`src/rtl/core/stla_pkg.sv`:
```
// shared types and constants of the strip to list assembler
`default_nettype none

package stla_pkg;

  localparam int unsigned IDX_W = 32;

  // configuration register indexes
  typedef enum logic [0:0] {
    CFG_RESTART_VALUE = 1'b0,
    CFG_LIST_MODE     = 1'b1
  } cfg_index_t;

  typedef logic [IDX_W-1:0] vidx_t;

  typedef struct packed {
    vidx_t corner_a;
    vidx_t corner_b;
    vidx_t corner_c;
    logic  from_final;
  } tri_t;

endpackage

`default_nettype wire

```
`src/rtl/core/stla_core.sv`:
```
// configuration registers, index window state and triangle assembly
`default_nettype none

module stla_core (
  input  wire logic                clk,
  input  wire logic                rst_n,
  input  wire logic                cfg_we,
  input  wire logic [0:0]          cfg_index,
  input  wire logic [31:0]         cfg_data,
  input  wire logic                step,
  input  wire stla_pkg::vidx_t     vertex_index,
  input  wire logic                end_of_list,
  output logic                     emit,
  output stla_pkg::tri_t           tri_out
);
  import stla_pkg::*;

  vidx_t      restart_value_r;
  logic       list_mode_r;
  vidx_t      older_r, older_nxt;
  vidx_t      newer_r, newer_nxt;
  logic [1:0] fill_r, fill_nxt;
  logic       odd_r, odd_nxt;

  logic is_restart;
  logic full;
  logic swap;

  always_ff @(posedge clk) begin
    if (!rst_n) begin
      restart_value_r <= '1;
      list_mode_r     <= 1'b0;
    end else if (cfg_we) begin
      unique case (cfg_index_t'(cfg_index))
        CFG_RESTART_VALUE: restart_value_r <= cfg_data[IDX_W-1:0];
        CFG_LIST_MODE:     list_mode_r     <= cfg_data[0];
        default: ;
      endcase
    end
  end

  assign is_restart = !list_mode_r && (vertex_index == restart_value_r);
  assign full       = fill_r[1];
  assign swap       = !list_mode_r && odd_r;
  assign emit       = !is_restart && full;

  always_comb begin
    tri_out.corner_a   = swap ? newer_r : older_r;
    tri_out.corner_b   = swap ? older_r : newer_r;
    tri_out.corner_c   = vertex_index;
    tri_out.from_final = end_of_list;
  end

  always_comb begin
    older_nxt = older_r;
    newer_nxt = newer_r;
    fill_nxt  = fill_r;
    odd_nxt   = odd_r;
    if (end_of_list) begin
      older_nxt = '0;
      newer_nxt = '0;
      fill_nxt  = 2'd0;
      odd_nxt   = 1'b0;
    end else if (is_restart) begin
      fill_nxt = 2'd0;
    end else begin
      older_nxt = newer_r;
      newer_nxt = vertex_index;
      if (!full) begin
        fill_nxt = fill_r + 2'd1;
      end else if (list_mode_r) begin
        fill_nxt = 2'd0;
      end else begin
        odd_nxt = !odd_r;
      end
    end
  end

  always_ff @(posedge clk) begin
    if (!rst_n) begin
      older_r <= '0;
      newer_r <= '0;
      fill_r  <= 2'd0;
      odd_r   <= 1'b0;
    end else if (step) begin
      older_r <= older_nxt;
      newer_r <= newer_nxt;
      fill_r  <= fill_nxt;
      odd_r   <= odd_nxt;
    end
  end

endmodule

`default_nettype wire

```
`src/rtl/core/stla_out_reg.sv`:
```
// result register with valid/ready handshake
`default_nettype none

module stla_out_reg (
  input  wire logic             clk,
  input  wire logic             rst_n,
  input  wire logic             load,
  input  wire stla_pkg::tri_t   tri_in,
  output logic                  can_load,
  output logic                  out_valid,
  input  wire logic             out_ready,
  output stla_pkg::tri_t        tri_q
);
  import stla_pkg::*;

  logic  valid_r, valid_nxt;
  tri_t  data_r;

  assign can_load  = !valid_r || out_ready;
  assign valid_nxt = load || (valid_r && !out_ready);

  always_ff @(posedge clk) begin
    if (!rst_n) begin
      valid_r <= 1'b0;
    end else begin
      valid_r <= valid_nxt;
    end
  end

  always_ff @(posedge clk) begin
    if (load) begin
      data_r <= tri_in;
    end
  end

  assign out_valid = valid_r;
  assign tri_q     = data_r;

endmodule

`default_nettype wire

```
`src/rtl/core/strip_to_list_assembler.sv`:
```
// top level of the strip to list assembler
//
//   channel   direction   signals
//   in_       input       in_valid, in_ready, in_vertex_index, in_end_of_list
//   out_      output      out_valid, out_ready, out_corner_a/b/c, out_from_final
//   cfg_      input       cfg_we, cfg_index, cfg_data (write only)
//
// one index is taken per cycle while in_ready is high; a triangle appears
// the cycle after its completing index transfers, in a single result register
// in_ready is low only while that register is full and out_ready is low
// reset (synchronous, active low) clears the index window, winding parity and
// output valid, sets the restart value to all ones and selects strip mode
`default_nettype none

module strip_to_list_assembler (
  input  wire logic                clk,
  input  wire logic                rst_n,
  input  wire logic                cfg_we,
  input  wire logic [0:0]          cfg_index,
  input  wire logic [31:0]         cfg_data,
  input  wire logic                in_valid,
  output logic                     in_ready,
  input  wire logic [31:0]         in_vertex_index,
  input  wire logic                in_end_of_list,
  output logic                     out_valid,
  input  wire logic                out_ready,
  output logic [31:0]              out_corner_a,
  output logic [31:0]              out_corner_b,
  output logic [31:0]              out_corner_c,
  output logic                     out_from_final
);
  import stla_pkg::*;

  logic in_xfer;
  logic emit;
  logic can_load;
  tri_t tri_c;
  tri_t tri_q;

  assign in_ready = can_load;
  assign in_xfer  = in_valid && can_load;

  stla_core u_core (
    .clk          (clk),
    .rst_n        (rst_n),
    .cfg_we       (cfg_we),
    .cfg_index    (cfg_index),
    .cfg_data     (cfg_data),
    .step         (in_xfer),
    .vertex_index (in_vertex_index),
    .end_of_list  (in_end_of_list),
    .emit         (emit),
    .tri_out      (tri_c)
  );

  stla_out_reg u_out (
    .clk       (clk),
    .rst_n     (rst_n),
    .load      (in_xfer && emit),
    .tri_in    (tri_c),
    .can_load  (can_load),
    .out_valid (out_valid),
    .out_ready (out_ready),
    .tri_q     (tri_q)
  );

  assign out_corner_a   = tri_q.corner_a;
  assign out_corner_b   = tri_q.corner_b;
  assign out_corner_c   = tri_q.corner_c;
  assign out_from_final = tri_q.from_final;

endmodule

`default_nettype wire
```
`config.mk`:
```
export PLATFORM = sky130hd
export DESIGN_NAME = strip_to_list_assembler
export DESIGN_NICKNAME = d
export VERILOG_FILES = /design/src/rtl/core/stla_pkg.sv /design/src/rtl/core/stla_core.sv /design/src/rtl/core/stla_out_reg.sv /design/src/rtl/core/strip_to_list_assembler.sv
export SDC_FILE = /design/constraint.sdc
export NUM_CORES = 1
export LEC_CHECK = 0
export ABC_AREA = 1
export BUFFER_PORTS_ARGS = -buffer_cell sky130_fd_sc_hd__buf_2
export CAP_MARGIN = 5
export CORE_MARGIN = 3
export CORE_UTILIZATION = 38
export DETAILED_ROUTE_END_ITERATION = 16
export HOLD_SLACK_MARGIN = 0.03
export SETUP_SLACK_MARGIN = 0.2
export SKIP_LAST_GASP = 1
export SYNTH_ARGS = -nofsm -noshare
export SYNTH_HDL_FRONTEND = slang
export SYNTH_SLANG_ARGS = --single-unit
```
`constraint.sdc`:
```
create_clock -name clk -period 4.3 [get_ports clk]
set_input_delay 0.645 -clock clk [delete_from_list [all_inputs] [get_ports clk]]
set_output_delay 0.645 -clock clk [all_outputs]
set_load 0.005 [all_outputs]
```
Word-level counts from Yosys, hierarchy flattened

Index checks and enable logic that the tools add are counted.

Logic and storage cells: 51
Register bits: 198
Output and inout bits: 99

Equal/unequal tests: 4
Bitwise logic cells: 1
Add/subtract/negate cells: 1
Reduce and logical (&&, ||, !) cells: 19
Muxes and demuxes: 14

Operators with widths:

| cell                                                             | count |
|---|---|
| 32-bit 2-to-1 mux                                                | 6 |
| 32-bit equality test                                             | 1 |
| 2-bit 2-to-1 mux                                                 | 4 |
| 2-bit AND reduction                                              | 4 |
| 1-bit logical AND                                                | 6 |
| 1-bit logical NOT                                                | 5 |
| 1-bit 2-to-1 mux                                                 | 4 |
| 2-bit != test (second input constant)                            | 2 |
| 4-bit by 3-bit != test with 1-bit output (second input constant) | 1 |
| 4-bit AND reduction                                              | 1 |
| 2-bit by 1-bit adder with 2-bit output (second input constant)   | 1 |
| 1-bit logical OR                                                 | 2 |
| 2-bit nonzero test                                               | 1 |
| 1-bit inverter                                                   | 1 |

Longest topological paths before layout

Depth after elaboration: 6
Mapped depth: 15
Mapped depth without buffers: 13

Modules after synthesis

A second synthesis with hierarchy kept.

Cell total of the unflattened synthesis: 882
Area total of the unflattened synthesis: 8077.7 um2

Modules (own cells, without submodules):

| module                  | cells each | instances | area an instance (um2) |
|---|---|---|---|
| stla_core               | 775        | 1         | 5101.1 |
| stla_out_reg            | 103        | 1         | 2959.1 |
| strip_to_list_assembler | 4          | 1         | 17.5 |

Least setup slack after synthesis

OpenSTA, ideal clock, no wires.

Kind: in2reg
From: input port out_ready
To: register u_out.data_r, in the netlist u_out.tri_q[0], enable pin
Setup slack: 0.733 ns
Data arrival time: 3.117 ns
Stages on the path: 6
Setup time: 0.450 ns
Cells stage by stage: inv_1 > nand2_1 > nand2_1 > inv_1 > nand3_1 > inv_1

Longest elaborated chain between the ends: 3

Ends and longest elaborated chain:

| what                   | line                          | text |
|---|---|---|
| start: declaration     | strip_to_list_assembler.sv:26 | `input wire logic out_ready,` |
| 1-bit logical OR       | stla_out_reg.sv:19            | `assign can_load = !valid_r \|\| out_ready;` |
| net in_ready           | strip_to_list_assembler.sv:22 | `output logic in_ready,` |
| 1-bit logical AND      | strip_to_list_assembler.sv:41 | `assign in_xfer = in_valid && can_load;` |
| 1-bit logical AND      | strip_to_list_assembler.sv:59 | `.load (in_xfer && emit),` |
| net u_out.load         | stla_out_reg.sv:7             | `input wire logic load,` |
| end signal: assignment | stla_out_reg.sv:32            | `data_r <= tri_in;` |
| end: declaration       | stla_out_reg.sv:17            | `tri_t data_r;` |

The timed path passes the listed nets, and every way through them passes these cells.
A chain may end at the register's enable or synchronous reset.

Worst setup path after layout

From: register u_core.list_mode_r
To: register u_out.data_r, in the netlist u_out.tri_q[85], enable pin

Longest elaborated chain between the ends: 5

Ends and longest elaborated chain:

| what                     | line                          | text |
|---|---|---|
| start: declaration       | stla_core.sv:19               | `logic list_mode_r;` |
| start signal: assignment | stla_core.sv:36               | `CFG_LIST_MODE: list_mode_r <= cfg_data[0];` |
| 1-bit logical NOT        | stla_core.sv:42               | `assign is_restart = !list_mode_r && (vertex_index == restart_value_r);` |
| 1-bit logical AND        | stla_core.sv:42               |  |
| 1-bit logical NOT        | stla_core.sv:45               | `assign emit = !is_restart && full;` |
| 1-bit logical AND        | stla_core.sv:45               |  |
| 1-bit logical AND        | strip_to_list_assembler.sv:59 |  |
| net u_out.load           | stla_out_reg.sv:7             |  |

The timed path passes the listed nets, and every way through them passes these cells.

==> summary.md <==
| Metric | Value |
|---|---|
| Gate power share | `7.5%` |
| Layout area overhead | `18.4%` |
| Std-Cell Rows | `53` |
| CP max stage delay | `0.47 ns` |
| Switching power | `954 uW` |
| IO Pins | `170` |
| Fillers | `2,029` |
| Cell Area, Synth | `8230 sq um` |
| Fmax | `0.439 GHz` |
| Overflow after GRT | `0` |
| Cell class contributing the biggest share of worst-path delay | `buffers and inverters` |
| Clk slew on worst S/H paths | `0.08 ns` |
| Final HPWL DP | `12.5 mm` |
| Crit path buf inv count | `2` |
| Synth Instances | `837` |
| Pint | `2.88 mW` |
| Crit-path cells | `nor2_1 -> nand2_1 -> nor2_1 -> nand2_2 -> nor2_4 -> nand3_2 -> nand3_1 -> inv_4 -> buf_12` |
| Post-route DRC | `0` |
| Clock Latency Late Sink | `0.43 ns` |
| Part of the power in registers | `53.5%` |
| Setup_tns | `0 ns` |
| Worst clock skew | `0.0146 ns` |
| Initial core utilization | `38.9%` |
| RSZ-0062 raised after global routing | `false` |
| Final setup fails | `0` |
| Drt wl/cell | `14.2 microns` |
| Vias in the first global route | `5,261` |
| PD cells | `393 nW/um^2` |
| Largest net degree at the start of global routing | `93` |
| Detailed-router iteration count before antenna repair | `4` |
| Port Buffer Count | `169` |
| Top cell type's share of synthesized area | `35.4%` |
| Critical path origin | `u_core.list_mode_r` |
| Yosys warns | `0` |
| Min Tclk post-route | `2.28 ns` |
| Min-delay src | `cfg_data[3]` |
| DR vias/cell | `4.54` |
| CTS tree | `yes` |
| Placer Congestion | `0.729` |
| Slew HR | `48.4%` |
| Cts hold-fix bufs | `0` |
| GR Util All Layers | `15.5%` |
| Tcrit/Tclk final | `53.0%` |
| Crit path required time | `4.40 ns` |
| Die Ht | `153 microns` |
| Mapped Avg Cell Area | `9.83 sq um` |
| Number of max-cap violations | `0` |
| Htree depth | `4` |
| Worst r2r src | `u_core.list_mode_r` |
| CP Data Arrival Time | `2.38 ns` |
| Buffer count from post-CTS setup fixing | `0` |
| Max-slew violation count | `0` |
| Clock power share | `39.0%` |
| Die area | `23,500 sq um` |
| Chip Width | `153 microns` |
| Share of layout cells above drive strength 1 | `33.1%` |
| Leakage | `3.85 nW` |
| Crit start category | `flip-flop` |
| Core area | `21,200 sq um` |
| N_diodes | `0` |
| Switching part of the total | `24.9%` |
| Seq/Total Area, Yosys | `60.0%` |
| Crit-path most repeated cell | `nor2_1` |
| Synth area leader | `edfxtp_1` |
| Cts bufs inserted | `17` |
| Root Driver | `clkbuf_16` |
| Status | `finished, final reports clean` |
| CP max-delay cell | `dfxtp_1` |
| Worst slew pin tran | `0.773 ns` |
| Clk buf depth | `2` |
| Setup Crit Path Kind | `flip-flop to flip-flop` |
| Vias | `5,778` |
| TritonCTS Sinks | `198` |
| Unique cell type count in the Yosys netlist | `28` |
| Worst vdd ir | `0.261 mV` |
| Nets | `1,057` |
| Starting DRT DRC Count | `290` |
| Synth top area cells | `edfxtp_1 35%, dfxtp_1 25%, nand2_1 9.7%, a21oi_2 6.4%, nand2_2 4.0%` |
| Final wirelength | `18.2 mm` |
| Critical path fanouts, max | `59` |
| Critical Path Sink Type | `flip-flop` |
| Initial antenna violation count | `0` |
| Synthesized net count | `908` |
| First-pass GRT wire length | `28.7 mm` |
| Hold crit path type | `primary input to flip-flop` |
| Non-Filler Instances | `1,274` |
| Antenna viol nets, final | `0` |
| Hold Violations, Final | `0` |
| Flops & latches, synth | `198` |
| Post-CTS Resized | `0` |
| DP Cell Count | `1,242` |
[worst reg2reg max path, cell delays in order (launching register included)]
cell	delay, ns
dfxtp_1	0.47
nor2_1	0.10
nand2_1	0.08
nor2_1	0.05
nand2_2	0.09
nor2_4	0.05
nand3_2	0.11
nand3_1	0.14
inv_4	0.46
buf_12	0.37
[sequential cells by signal, summed over array words and instances (netlist names)]
signal and count:
u_out.tri_q 97, u_core.newer_r 32, u_core.older_r 32, u_core.restart_value_r 32
u_core.fill_r 2, u_core.list_mode_r 1, u_core.odd_r 1, u_out.out_valid 1
[routing by layer]
layer  global-route usage [%]  share of wire, %
met4                     4.96               1.2
met1                     23.3                51
met3                     3.26               5.0
met5                        0                 0
met2                     22.2                42
[final cells by class]
class | count | area [sq um] | area share [%]
multi-input cells | 520 | 2720 | 27.9
well taps | 275 | 344 | 3.53
repair buffers | 174 | 908 | 9.32
inverters | 75 | 285 | 2.93
flip-flops and latches | 198 | 4930 | 50.6
clock buffers | 18 | 429 | 4.40
clock inverters | 14 | 125 | 1.28
[cells in the final DEF (no fill, tap or decap), types with 4 or more instances in the layout]
cell / netlist / final
nand2_1: 213 / 213
inv_1: 67 / 66
clkbuf_16: 0 / 17
o21ai_0: 35 / 35
nand2_2: 52 / 52
nand3_1: 26 / 26
a21oi_1: 41 / 41
a21oi_2: 60 / 60
xnor2_1: 12 / 12
clkinv_1: 4 / 5
edfxtp_1: 97 / 97
clkinvlp_4: 0 / 4
clkinv_4: 0 / 5
o211ai_1: 14 / 14
nor2_1: 48 / 47
dfxtp_1: 101 / 101
o21ai_1: 7 / 7
buf_2: 2 / 169
[final timing paths]
check,slack [ns],end,cells after the start
worst max register to register,2.02,u_out.tri_q[85],9
worst max-delay path,2.02,u_out.tri_q[85],9
worst min register to register,0.47,u_core.older_r[1],2
worst min-delay path,0.42,u_core.restart_value_r[3],3
[power by group through the flow]
stage	combinational [mW]	sequential [mW]	clock (mW)
after CTS	0.293	2.05	1.54
after floorplan	0.209	2.09	0
after global routing	0.327	2.06	1.62
after detailed placement	0.291	2.09	0
after global placement	0.288	2.09	0
final	0.287	2.05	1.50
[synth_stat cells]
cell,instances
nand3_1,26
nand4_4,1
inv_1,67
buf_2,2
nand2_8,1
xnor2_1,12
nand2_2,52
buf_6,5
clkinv_1,4
nand4_1,1
nor2_4,3
o211ai_1,14
o21ai_0,35
a21oi_2,60
edfxtp_1,97
dfxtp_1,101
nand3_2,1
xor2_1,2
nor2_2,2
buf_8,1
inv_2,4
nor2_1,48
nand2_1,213
buf_12,5
a21oi_1,41
o21ai_1,7
clkbuf_1,31
or2_2,1
[kinds of logic (layout without fill, tap and decap cells)]
logic type             Yosys count  count (layout)  synth area share [%]
AO/OA/AOI/OAI                  157             157                  12.7
flip-flops                     198             198                  60.0
XOR/XNOR                        14              14                  1.49
buffers and inverters          119             281                  7.04
AND/OR/NAND/NOR                349             349                  18.8
[per-stage QoR]
step / instance area, sq um / util [%] / total power, mW / setup slack, ns / hold WS (ns)
2_1_floorplan: 8230 / - / 2.30 / 0.733 / 0.439
3_3_place_gp: 9190 / 43.4 / 2.38 / 1.63 / 0.452
4_1_cts: 9750 / 46.1 / 3.88 / 1.97 / 0.400
3_5_place_dp: 9190 / 43.4 / 2.39 / 1.57 / 0.456
6_report: 9750 / 46.1 / 3.83 / 2.02 / 0.418
5_1_grt: 9750 / 46.1 / 4.00 / 1.79 / 0.404
Note: power is estimated with default switching activity, not from simulation.
